**config.mk**
```make
export PLATFORM = sky130hd
export DESIGN_NAME = unct_hms
export DESIGN_NICKNAME = d
export VERILOG_FILES = /design/src/hdl/unct_pkg.sv /design/src/hdl/unct_hms.sv
export SDC_FILE = /design/constraint.sdc
export NUM_CORES = 1
export LEC_CHECK = 0
export BUFFER_PORTS_ARGS = -buffer_cell sky130_fd_sc_hd__buf_2
export CELL_PAD_IN_SITES_DETAIL_PLACEMENT = 1
export CELL_PAD_IN_SITES_GLOBAL_PLACEMENT = 1
export CORE_ASPECT_RATIO = 2
export CORE_MARGIN = 5
export CORE_UTILIZATION = 50
export CTS_BUF_LIST = sky130_fd_sc_hd__clkbuf_8
export DETAILED_ROUTE_END_ITERATION = 10
export GPL_TIMING_DRIVEN = 0
export HOLD_SLACK_MARGIN = 0.02
export PLACE_DENSITY_LB_ADDON = 0.1
export SLEW_MARGIN = 20
export SYNTH_ARGS = -nofsm -noshare
export SYNTH_HDL_FRONTEND = slang
export SYNTH_SLANG_ARGS = --single-unit
```
**constraint.sdc**
```tcl
create_clock -name clk -period 7.8 [get_ports clk]
set_input_delay 1.95 -clock clk [delete_from_list [all_inputs] [get_ports clk]]
set_output_delay 1.95 -clock clk [all_outputs]
set_load 0.05 [all_outputs]
```
**src/hdl/unct_pkg.sv**
```systemverilog
// shared types and constants for the unix nanoseconds to calendar converter
`timescale 1ns / 1ps
`default_nettype none
package unct_pkg;

	typedef logic [11:0] year_t;
	typedef logic [3:0]  month_t;
	typedef logic [4:0]  mday_t;
	typedef logic [4:0]  hour_t;
	typedef logic [5:0]  minute_t;
	typedef logic [5:0]  second_t;
	typedef logic [29:0] nano_t;
	typedef logic [36:0] secs_t;
	typedef logic [20:0] dnum_t;
	typedef logic [16:0] sod_t;

	// one billion split as 2^9 * 5^9
	localparam logic [20:0] SUB_DIV      = 21'd1953125;
	localparam logic [63:0] SUB_RCP_FULL = 64'hFFFF_FFFF_FFFF_FFFF / 64'd1953125;
	localparam logic [43:0] SUB_RCP      = 44'(SUB_RCP_FULL);

	// epoch and civil shift folded into one offset, keeps seconds non-negative
	localparam logic [36:0] SEC_OFS    = 37'd52938663164;
	localparam logic [29:0] FRAC_SPLIT = 30'd854775808;
	localparam logic [29:0] FRAC_WRAP  = 30'd145224192;

	// 86400 split as 2^7 * 675
	localparam logic [9:0]  DAY_DIV = 10'd675;
	localparam logic [30:0] DAY_RCP = 31'(((64'd1 << 40) + 64'd674) / 64'd675);

	localparam logic [20:0] ERA_DAYS = 21'd146097;
	localparam int unsigned ERA_MAX  = 5;
	localparam logic [17:0] CENT_DAYS = 18'd36524;
	localparam logic [17:0] ERA_LAST  = 18'd146096;

	localparam logic [18:0] D1460_RCP = 19'(((64'd1 << 29) + 64'd1459) / 64'd1460);
	localparam logic [18:0] YEAR_RCP  = 19'(((64'd1 << 27) + 64'd364) / 64'd365);
	localparam logic [11:0] MP_RCP    = 12'(((64'd1 << 19) + 64'd152) / 64'd153);
	localparam logic [22:0] MP_RCP5   = 23'(64'd5 * 64'(MP_RCP));
	localparam logic [22:0] MP_RCP2   = 23'(64'd2 * 64'(MP_RCP));

	localparam logic [17:0] HOUR_RCP = 18'(((64'd1 << 29) + 64'd3599) / 64'd3600);
	localparam logic [16:0] HOUR_SEC = 17'd3600;
	localparam logic [12:0] MIN_RCP  = 13'(((64'd1 << 18) + 64'd59) / 64'd60);
	localparam logic [11:0] MIN_SEC  = 12'd60;

endpackage
`default_nettype wire

```
**src/hdl/unct_hms.sv**
```systemverilog
// hour, minute and second from the second of day
`timescale 1ns / 1ps
`default_nettype none
module unct_hms (
	input  logic              clk,
	input  logic              en,
	input  unct_pkg::sod_t    sod,
	output unct_pkg::hour_t   hour,
	output unct_pkg::minute_t minute,
	output unct_pkg::second_t second
);
	import unct_pkg::*;

	logic [34:0] hp;
	logic [16:0] hsec;
	logic [24:0] mp;
	logic [11:0] msec;

	hour_t   hour_s9, hour_s10, hour_s11, hour_s12;
	sod_t    sod_s9;
	logic [11:0] soh_s10, soh_s11;
	minute_t min_s11, min_s12;
	second_t sec_s12;
	logic [16:0] hms_s13, hms_s14, hms_s15, hms_s16;

	assign hp   = 35'(sod) * 35'(HOUR_RCP);
	assign hsec = 17'(hour_s9) * HOUR_SEC;
	assign mp   = 25'(soh_s10) * 25'(MIN_RCP);
	assign msec = 12'(min_s11) * MIN_SEC;

	always_ff @(posedge clk) begin
		if (en) begin
			hour_s9 <= hp[33:29];
			sod_s9  <= sod;

			hour_s10 <= hour_s9;
			soh_s10  <= 12'(sod_s9 - hsec);

			hour_s11 <= hour_s10;
			soh_s11  <= soh_s10;
			min_s11  <= mp[23:18];

			hour_s12 <= hour_s11;
			min_s12  <= min_s11;
			sec_s12  <= 6'(soh_s11 - msec);

			// line up with the date path
			hms_s13 <= {hour_s12, min_s12, sec_s12};
			hms_s14 <= hms_s13;
			hms_s15 <= hms_s14;
			hms_s16 <= hms_s15;
		end
	end

	assign hour   = hms_s16[16:12];
	assign minute = hms_s16[11:6];
	assign second = hms_s16[5:0];

endmodule
`default_nettype wire

```
==> Word-level counts from Yosys, hierarchy flattened <==
Cells that the tools add are included.
{ "totals": {"elab_cells": 20, "out_inout_bits": 17, "in_bits": 19, "register_bits": 136} }
{ "classes": {"n_mul": 4, "n_addsub": 2} }
{ "ops": {"columns": ["cell", "count"], "rows": [
  ["17-bit by 18-bit multiplier with 34-bit output, second input constant", 1],
  ["12-bit by 12-bit multiplier with 23-bit output, second input constant", 1],
  ["12-bit subtractor", 1],
  ["5-bit by 8-bit multiplier with 8-bit output, second input constant", 1],
  ["6-bit by 4-bit multiplier with 4-bit output, second input constant", 1],
  ["6-bit subtractor", 1]
]} }

==> Depth between registers and ports, before layout <==
Gate-level depths: netlist of run 1.
{ "logic_depth": {"depth_word": 2, "depth_mapped": 20, "ltp_nobuf": 20} }

==> Worst setup path before layout of run 1 <==
No wires, ideal clock.
{ "synth_timing": {"kind": "input port to flip-flop", "from": "in sod[15]", "to": "reg hour_s9[4], data pin", "setup_slack_ns": 1.118, "arrival_ns": 6.406, "required_ns": 7.524, "stages": 18, "cell_sequence": "inv_1 ha_1 fa_1 inv_1 fa_1 fa_1 fa_1 inv_1 fa_1 inv_1 ha_1 a21o_2 a221o_1 a211oi_2 nor2_1 o21a_1 o31ai_2 a41oi_1"} }
{ "synth_via": {"elab_chain_len": 1} }
{ "synth_lines": {"columns": ["item", "line", "rtl"], "rows": [
  ["start, declared", "unct_hms.sv:7", "input unct_pkg::sod_t sod,"],
  ["17-bit by 18-bit multiplier with 34-bit output", "unct_hms.sv:26", "assign hp = 35'(sod) * 35'(HOUR_RCP);"],
  ["net hp[33]", "unct_hms.sv:14", "logic [34:0] hp;"],
  ["end signal, assigned", "unct_hms.sv:33", "hour_s9 <= hp[33:29];"],
  ["end, declared", "unct_hms.sv:19", "hour_t hour_s9, hour_s10, hour_s11, hour_s12;"]
]} }
The timed path passes the listed nets, and every way through them passes these cells.
A chain may end at the register's enable or synchronous reset.

==> Worst setup path after layout of run 1 <==
{ "layout_timing": {"from": "in sod[3]", "to": "reg hour_s9[4], data pin"} }
Same word-level chain as after synthesis.

==> results of run 1 <==
## logic make-up (layout without fill, tap and decap cells)
| family | Yosys count | count (layout) | synth area share [%] |
|---|---|---|---|
| flops | 136 | 136 | 39.8 |
| compound gates | 75 | 75 | 4.89 |
| simple gates | 57 | 57 | 2.93 |
| fa+ha+maj | 305 | 305 | 42.9 |
| buf+inv | 194 | 262 | 7.10 |
| xor+xnor | 28 | 28 | 2.39 |
## final cells by class
cell class	count	area (sq um)	share of cell area [%]
Multi-Input combinational cell	465	5440	48.5
Timing Repair Buffer	36	209	1.86
Sequential cell	136	4080	36.4
Clock buffer	17	234	2.09
Clock inverter	15	179	1.60
Tap cell	266	333	2.97
Inverter	194	728	6.50
## worst max-delay path, stage by stage
cell and delay, ns:
buf_2 0.17, ha_1 0.36, ha_1 0.29, inv_1 0.05
fa_1 0.49, inv_1 0.05, fa_1 0.48, inv_1 0.06
fa_1 0.52, fa_1 0.55, inv_1 0.04, ha_1 0.32
a2111o_1 0.43, a31oi_1 0.54, a211oi_1 0.23, o21a_1 0.29
o31ai_2 0.22, a41oi_1 0.07
## power breakdown
group	internal (mW)	switching (mW)	total, mW
Combinational	1.09	1.44	2.53
Sequential	1.02	0.0762	1.09
Clock	0.272	0.309	0.581
Total	2.38	1.82	4.20
## routing by layer
layer	routed length [um]	share of wire, %	global-route usage [%]
met2	13100	62	39.9
met5	0	0	0
met3	391	1.9	2.34
met1	6500	31	16.5
met4	1110	5.3	9.58
## registers in the layout (all words and copies together), names as in the netlist
register  count
hms_s16      17
hms_s13      17
min_s11       6
soh_s11       6
sod_s9       12
soh_s10      12
min_s12       6
hour_s10      5
hms_s14      17
hour_s9       5
hms_s15      17
hour_s12      5
sec_s12       6
hour_s11      5
## cells in the final DEF (no fill, tap or decap), types with 2 or more instances in the layout
cell,netlist,routed
clkbuf_8,0,17
nor2_1,14,14
nor3_1,6,6
nor4_1,2,2
o211ai_1,2,2
nand2b_1,2,2
buf_2,0,34
ha_1,228,228
a21oi_1,22,22
nor2b_1,2,2
and3_1,2,2
clkinv_4,0,3
a21o_1,7,7
nand4_1,2,2
edfxtp_1,136,136
and4_1,2,2
nand3_1,7,7
inv_1,194,194
o21ai_0,14,14
nand2_1,10,10
fa_1,77,77
a211oi_1,3,3
inv_8,0,5
clkinv_8,0,2
inv_6,0,3
o21a_1,7,7
a31oi_1,5,5
xnor2_1,22,22
or2_2,2,2
xor2_1,6,6
## worst paths after layout
kind / startpoint / end / slack, ns / cells after the start
setup / recovery: sod[3] / hour_s9[4] / 0.84 / 18
hold / removal: hms_s15[4] / hms_s16[4] / 0.42 / 0
setup reg to reg: soh_s10[3] / min_s11[5] / 3.64 / 14
hold reg to reg: hms_s15[4] / hms_s16[4] / 0.42 / 0
==> metrics.md, run 1 <==
| Metric | Value |
|---|---|
| Die ar. | `23600 sq um` |
| Avg Inst Size Synth | `12.9 sq um` |
| RSZ-0062 raised after global routing | `false` |
| FILL cells | `2127` |
| Synth cell count leaders | `ha_1, inv_1, edfxtp_1` |
| Starting density of the core | `50.3%` |
| Place WS | `0.387 ns` |
| H-tree levels | `4` |
| CTS max path bufs | `2` |
| GRT Total Usage | `18.8%` |
| Vias in the first global route | `6873` |
| Drt total wl | `21100 um` |
| Grt total ovfl | `0` |
| Avg WL per Cell | `18.6 um` |
| Top cells by area, synth | `edfxtp_1, ha_1, fa_1` |
| Non-Filler Instances | `1129` |
| Number of I/O pins | `36` |
| Worst vdd ir | `0.000202 V` |
| Yosys reg bits | `136` |
| Number of flops mapped to enable cells by yosys | `136` |
| Slew Limit Fails | `0` |
| Most frequent cell after synthesis | `ha_1` |
| DIE HEIGHT | `213 um` |
| Clock Skews | `0.00879 ns` |
| Ys Warns | `0` |
| Fin. Hold Viols | `0` |
| CP Launch Type | `primary input` |
| Post-Syn Instances | `795` |
| First-pass GRT wire length | `34100 um` |
| Number of diodes | `0` |
| Register area share after synthesis | `39.8%` |
| Clk sinks | `136` |
| Rows | `74` |
| Max_slew headroom | `53.9%` |
| Num CTS Buffers | `17` |
| Core Area | `20400 sq um` |
| Die width | `111 um` |
| Mapped Area | `10300 sq um` |
| Critical Path RT | `7.96 ns` |
| Drt first pass iters | `4` |
| Placed Instances | `1097` |
| CTS tree | `done` |
| Worst skew pair latency | `0.43 ns` |
| PnR Total Power | `4.20 mW` |
| Util after Layout | `55.0%` |
| Initial antenna violation count | `0` |
| Via count | `5927` |
| CP max FO | `7` |
| Synthesis-to-layout area growth | `9.31%` |
| Synth top area share | `39.8%` |
| Synthesized Nets | `1119` |
| Vias per cell | `5.25` |
| Final instance area | `11200 sq um` |
| Netlist cell types | `45` |
| CTS Hold Bufs | `0` |
| CTS clk-pin slew, worst paths | `0.09 ns` |
| I/O Buffers | `35` |
| Final setup fails | `0` |
| Post-synth top flop | `edfxtp_1` |
| Critical Path Sink Type | `flop` |
| Post-DP HPWL | `17800 um` |
| DRT iter0 DRCs | `210` |
| Max cap viols | `0` |
| Ys async rst share | `0%` |
| Post-CTS Setup Repair Bufs | `0` |
| Final worst slack | `0.842 ns` |
| Crit path kind | `in -> reg` |
| Placed Area | `10800 sq um` |
| Root Buffer | `clkbuf_8` |
| DRC errors left | `0` |
| NumNets Final | `1174` |
| Highest clock rate | `144 MHz` |
| Slew @ Worst Pin | `0.688 ns` |
| Gp weighted congestion | `0.867` |
| DRT antenna net count | `0` |
| CP arrival | `7.12 ns` |
| Post-route setup TNS | `0 ns` |
| Post-synth top area cell | `edfxtp_1` |
| Worst Hold Class | `reg -> reg` |
| Period minus WS final | `6.96 ns` |
| Tcrit/Tclk final | `89.2%` |
| Status | `finished clean` |
| Leak Pwr | `5.46 nW` |
| Largest net degree at the start of global routing | `93` |
| Share of post-route cells with drive strength above 1 | `9.04%` |
| Hold slack | `0.417 ns` |
| Pwr per Cell Area | `375 nW/um^2` |
| Post-cts repair resize count | `0` |
Power figures use the tool's default switching activity.
==> run 2, diff against run 1 <==
ABC_AREA = 1   (was not set)
CELL_PAD_IN_SITES_DETAIL_PLACEMENT = 0   (was 1)
CORE_MARGIN = 2   (was 5)
==> metrics.md, run 2 <==
| Metric | Value |
|---|---|
| PnR Total Power | `4.98 mW (+18%)` |
| Worst path top cell family by delay | `adder cells` |
| DIE HEIGHT | `215 um (+1.1%)` |
| RSZ-0062 raised after global routing | `false` |
| Max_slew headroom | `69.9% (+16 points)` |
| Buf+Inv Stages, Crit Path | `6 (+1)` |
| Die width | `109 um (-1.6%)` |
| Gp weighted congestion | `0.881 (+1.5%)` |
| Drt total wl | `23200 um (+10%)` |
| Vias per cell | `5.06 (-3.7%)` |
| Via count | `6968 (+18%)` |
| Slew Limit Fails | `0 (unchanged)` |
| Die ar. | `23500 sq um (-0.56%)` |
| Drt first pass iters | `6 (+2)` |
| Synth cell count leaders | `inv_1, ha_1, nand2_1` |
| Pwr per Cell Area | `412 nW/um^2 (+10%)` |
| Number of flops mapped to enable cells by yosys | `136 (unchanged)` |
| Number of diodes | `0 (unchanged)` |
| Root Buffer | `clkbuf_8` |
| Synth top area share | `36.7% (-3.1 points)` |
| Ys Warns | `0 (unchanged)` |
| DRT iter0 DRCs | `298 (+42%)` |
| Final setup fails | `0 (unchanged)` |
| Period minus WS final | `6.53 ns (-0.424 ns)` |
| Critical Path RT | `7.99 ns (+0.03 ns)` |
| Post-Syn Instances | `1034 (+30%)` |
| Crit path kind | `in -> reg` |
| Top cells by area, synth | `edfxtp_1, ha_1, fa_1` |
| Tcrit/Tclk final | `83.8% (-5.4 points)` |
| Avg Inst Size Synth | `10.8 sq um (-17%)` |
| Grt total ovfl | `0 (unchanged)` |
| Crit path cell chain | `buf_2 > inv_1 > ha_1 > fa_1 > inv_1 > fa_1 > fa_1 > fa_1 > inv_1 > fa_1 > inv_1 > ha_1 > nand2_2 > nor2_1 > inv_1 > nor3_2 > nand2_1 > nand3_1 > nand2_1 > nand3_1 > nand2_1` |
| Yosys reg bits | `136 (unchanged)` |
| Area of the multi-input gates | `6130 sq um (+13%)` |
| CP arrival | `6.72 ns (-0.40 ns)` |
| Mapped Area | `11100 sq um (+8.4%)` |
| Vias in the first global route | `7605 (+11%)` |
| Max cap viols | `0 (unchanged)` |
| Worst skew pair latency | `0.44 ns (about the same)` |
| Critical path's slowest cell | `fa_1` |
| Share of post-route cells with drive strength above 1 | `8.35% (-0.69 points)` |
| Most frequent cell after synthesis | `inv_1` |
| Critical Path Sink Type | `flop` |
| CP Launch Type | `primary input` |
| CP peak stage delay | `0.57 ns (+0.02 ns)` |
| Num CTS Buffers | `17 (unchanged)` |
| Worst vdd ir | `0.000328 V (+62%)` |
| First-pass GRT wire length | `37600 um (+10%)` |
| Avg WL per Cell | `16.8 um (-9.7%)` |
| Starting density of the core | `50.6% (+0.27 points)` |
| DRC errors left | `0 (unchanged)` |
| Post-route setup TNS | `0 ns (unchanged)` |
| Synthesis-to-layout area growth | `8.60%` |
| I/O Buffers | `35 (unchanged)` |
| Post-synth top area cell | `edfxtp_1` |
| H-tree levels | `4 (unchanged)` |
| CTS Hold Bufs | `0 (unchanged)` |
| Rows | `77 (+4.1%)` |
| CTS max path bufs | `2 (unchanged)` |
| Number of I/O pins | `36 (unchanged)` |
| Core Area | `22000 sq um (+7.8%)` |
| Worst Hold Class | `reg -> reg` |
| Post-DP HPWL | `19800 um (+11%)` |
| Post-CTS Setup Repair Bufs | `0 (unchanged)` |
| Fin. Hold Viols | `0 (unchanged)` |
| Netlist cell types | `35 (-22%)` |
| CP max FO | `8 (+1)` |
| Register area | `4080 sq um (unchanged)` |
| GRT Total Usage | `21.6% (+2.8 points)` |
| FILL cells | `1964 (-7.7%)` |
| Highest clock rate | `153 MHz (+6.5%)` |
| CTS tree | `done` |
| Slew @ Worst Pin | `0.452 ns (-0.236 ns)` |
| DRT antenna net count | `0 (unchanged)` |
| Most frequent cells in the layout | `inv_1, ha_1, nand2_1` |
| Post-synth top flop | `edfxtp_1` |
| Post-cts repair resize count | `0 (unchanged)` |
| Status | `finished clean` |
| Initial antenna violation count | `0 (unchanged)` |
| NumNets Final | `1413 (+20%)` |
| Clk sinks | `136 (unchanged)` |
| Ys async rst share | `0% (unchanged)` |
| Clock Skews | `0.0119 ns (+0.00309 ns)` |
| Largest net degree at the start of global routing | `92 (-1.1%)` |
| CTS clk-pin slew, worst paths | `0.08 ns (about the same)` |
| Synthesized Nets | `1358 (+21%)` |
| Most common cell after layout, fill and taps aside | `inv_1` |
| Leak Pwr | `6.10 nW (+12%)` |
| Register area share after synthesis | `36.7% (-3.1 points)` |
run 2: cell types whose count changed after synthesis, sizes merged, moves of 3 or more:
cell and change:
xor2 +4, a21oi +23, o21bai +3, nor3 +6, a31oi -5, nand2 +147
a211oi -4, nor2 +32, nand3 +24, a21o -4, o21a -5, inv +46
xnor2 -10
run 2: logic make-up (layout without fill, tap and decap cells):
kind of cell    after synthesis  in the layout  synth area share [%]
xor+xnor                     22             22                  1.73
compound gates               74             74                  3.69
fa+ha+maj                   305            305                  39.5
buf+inv                     240            308                  8.10
flops                       136            136                  36.7
simple gates                257            257                  10.2
run 2: layer usage:
metal | vias to the layer above | part of all wire (%) | global-route usage [%]
met5 | - | 0 | 0
met4 | 0 | 4.7 | 9.79
li1 | 3503 | - | -
met2 | 76 | 61 | 44.0
met3 | 44 | 1.3 | 2.15
met1 | 3345 | 33 | 20.2
run 2: report_power, final:
| part | total (mW) | internal (mW) | switching [mW] |
|---|---|---|---|
| clock | 0.588 | 0.292 | 0.297 |
| combinational | 3.30 | 1.21 | 2.09 |
| sequential | 1.09 | 1.01 | 0.0800 |
| total | 4.98 | 2.51 | 2.46 |
run 2: through the flow:
step                hold slack [ns]  utilization (%)  cell area [sq um]  cells  setup slack [ns]
floorplan                     0.400                -              11100   1034              1.60
global placement              0.402             53.0              11600   1345             0.779
detailed placement            0.405             53.1              11700   1346             0.754
CTS                           0.423             55.0              12100   1378              1.21
global route                  0.421             55.0              12100   1378              1.01
finish                        0.419             55.0              12100   1378              1.27
run 2: cell type report:
type / instances / share of cell area [%]
multi-input cells: 658 / 50.8
clock inverters: 15 / 1.39
inverters: 240 / 7.46
well taps: 276 / 2.86
flip-flops and latches: 136 / 33.8
clock buffers: 17 / 1.94
repair buffers: 36 / 1.73
run 2: path summary, 6_finish.rpt:
| path | start | endpoint | slack, ns | cells after the start |
|---|---|---|---|---|
| max | sod[15] | hour_s9[4] | 1.27 | 21 |
| min | min_s12[3] | hms_s13[9] | 0.42 | 0 |
| max reg2reg | soh_s10[7] | min_s11[2] | 4.26 | 13 |
| min reg2reg | min_s12[3] | hms_s13[9] | 0.42 | 0 |
run 2: worst reg2reg max path, delay by kind of cell (launching register included):
family,cells,cell delay (ns)
flops,1,0.51
buf+inv,2,0.12
simple gates,3,0.33
fa+ha+maj,5,1.76
compound gates,3,0.55
==> run 3, diff against run 2 <==
ABC_AREA = 0   (was 1)
clock period = 6.15 ns   (was 7.8 ns; I/O delays follow)
==> metrics.md, run 3 (synthesized netlist as in run 1, its figures left out) <==
| Metric | Value |
|---|---|
| H-tree levels | `4 (unchanged)` |
| Highest clock rate | `166 MHz` |
| CTS clk-pin slew, worst paths | `0.07 ns (about the same)` |
| DRC errors left | `0 (unchanged)` |
| CP Launch Type | `primary input` |
| Slew @ Worst Pin | `0.656 ns (+0.204 ns)` |
| Worst skew pair latency | `0.44 ns (about the same)` |
| Max_slew headroom | `56.1% (-14 points)` |
| Avg WL per Cell | `16.9 um (+0.37%)` |
| Number of diodes | `0 (unchanged)` |
| Die ar. | `21700 sq um (-7.5%)` |
| Crit path cell chain | `buf_4 > ha_1 > ha_1 > inv_1 > fa_1 > inv_1 > fa_1 > fa_1 > inv_1 > fa_1 > inv_1 > ha_1 > a2111o_1 > a31oi_4 > buf_4 > nand3_1 > o2bb2ai_1 > a21oi_1 > xnor2_1` |
| Max cap viols | `0 (unchanged)` |
| Num CTS Buffers | `17 (unchanged)` |
| Grt total ovfl | `0 (unchanged)` |
| Number of I/O pins | `36 (unchanged)` |
| Buf+Inv Stages, Crit Path | `6 (unchanged)` |
| RSZ-0062 raised after global routing | `false` |
| Root Buffer | `clkbuf_8` |
| Pwr per Cell Area | `471 nW/um^2 (+14%)` |
| Synthesis-to-layout area growth | `10.9%` |
| Post-DP HPWL | `15800 um (-20%)` |
| Clock Skews | `0.0111 ns (-0.000759 ns)` |
| DRT antenna net count | `0 (unchanged)` |
| Final setup fails | `0 (unchanged)` |
| Critical Path RT | `6.33 ns (-1.66 ns)` |
| Die width | `105 um (-3.8%)` |
| Via count | `5892 (-15%)` |
| RR Startpoint | `soh_s10[3]` |
| CP arrival | `6.21 ns (-0.51 ns)` |
| DIE HEIGHT | `207 um (-3.9%)` |
| CP peak stage delay | `0.56 ns (about the same)` |
| Initial antenna violation count | `0 (unchanged)` |
| Worst vdd ir | `0.000227 V (-31%)` |
| GRT Total Usage | `19.0% (-2.6 points)` |
| I/O Buffers | `35 (unchanged)` |
| Crit path kind | `in -> reg` |
| Worst-case reg-to-reg path depth | `14 (+1)` |
| CP max FO | `6 (-2)` |
| Clk sinks | `136 (unchanged)` |
| Leak Pwr | `5.47 nW (-10%)` |
| Vias in the first global route | `6505 (-14%)` |
| Starting density of the core | `50.6% (about the same)` |
| Period minus WS final | `6.03 ns` |
| Critical Path Sink Type | `flop` |
| Hold path start | `hms_s14[12]` |
| Fin. Hold Viols | `0 (unchanged)` |
| Most common cell after layout, fill and taps aside | `ha_1` |
| Gp weighted congestion | `0.875 (-0.59%)` |
| Vias per cell | `5.21 (+3.0%)` |
| Reg2Reg Setup Slack | `2.06 ns (-2.20 ns)` |
| Largest net degree at the start of global routing | `85 (-7.6%)` |
| Share of post-route cells with drive strength above 1 | `11.1% (+2.7 points)` |
| Critical path's slowest cell | `fa_1` |
| CTS tree | `done` |
| Status | `finished clean` |
| Rows | `74 (-3.9%)` |
| Hold Path Depth | `0 (unchanged)` |
| Hold Path End | `hms_s15[12]` |
| CTS Hold Bufs | `0 (unchanged)` |
| Slew Limit Fails | `0 (unchanged)` |
| Drt total wl | `19100 um (-18%)` |
| PnR Total Power | `5.35 mW (+7.5%)` |
| Drt first pass iters | `4 (-2)` |
| R2r endpoint | `min_s11[5]` |
| NumNets Final | `1177 (-17%)` |
| Most frequent cells in the layout | `ha_1, inv_1, edfxtp_1` |
| Worst path top cell family by delay | `adder cells` |
| Tcrit/Tclk final | `98.1%` |
| DRT iter0 DRCs | `195 (-35%)` |
| Core Area | `20300 sq um (-7.7%)` |
| First-pass GRT wire length | `31100 um (-18%)` |
| Util after Layout | `56.1% (+1.1 points)` |
| Worst Hold Class | `reg -> reg` |
| CTS max path bufs | `2 (unchanged)` |
run 3: final cells by class:
type / instances / area, sq um
fillers: 1713 / 8910
multi-input cells: 465 / 5570
flip-flops and latches: 136 / 4080
inverters: 194 / 728
well taps: 266 / 333
repair buffers: 39 / 290
clock buffers: 17 / 234
clock inverters: 14 / 133
run 3: worst max path at each step:
stage,startpoint,endpoint,cells past startpoint
2_1_floorplan,sod[6],hour_s9[4],18
3_3_place_gp,sod[3],hour_s9[4],18
3_5_place_dp,sod[3],hour_s9[4],18
4_1_cts,sod[10],hour_s9[4],20
5_1_grt,sod[8],hour_s9[4],15
6_report,sod[14],hour_s9[2],19
run 3: per-stage QoR:
step                cells  TNS [ns]  setup WS [ns]  cell area [sq um]  hold WS (ns)
floorplan             795         0         0.0150              10300         0.400
global placement     1096     -2.83         -0.710              10800         0.402
detailed placement   1097     -3.08         -0.766              10900         0.405
CTS                  1130         0       0.000788              11300         0.413
global route         1131         0        0.00700              11400         0.426
finish               1131         0          0.120              11400         0.418
run 3: timing repair:
action	CTS	global route
gates resized for setup	20	18
pin swaps	4	13
buffers inserted	2	1
setup endpoints to repair	5	4
run 3: power breakdown:
group | total [mW] | internal (mW) | switching (mW)
Sequential | 1.39 | 1.29 | 0.0988
Clock | 0.682 | 0.352 | 0.330
Combinational | 3.28 | 1.46 | 1.82
run 3: routing by layer:
metal,share of wire (%),up-vias,global-route usage [%]
li1,-,2830,-
met1,34,2908,17.2
met2,59,101,38.5
met3,2.0,53,2.74
met4,5.6,0,11.1
met5,0,-,0
run 3: worst register-to-register path, stage by stage, from the launching register on:
cell and delay [ns]:
edfxtp_1 0.48, ha_1 0.35, inv_1 0.08, fa_1 0.53, inv_1 0.05, ha_1 0.29, ha_1 0.30, ha_1 0.32
nand4_1 0.15, nor4_1 0.37, o311ai_1 0.23, a31oi_2 0.33, nor4_2 0.08, nor3_2 0.21, xnor2_1 0.09
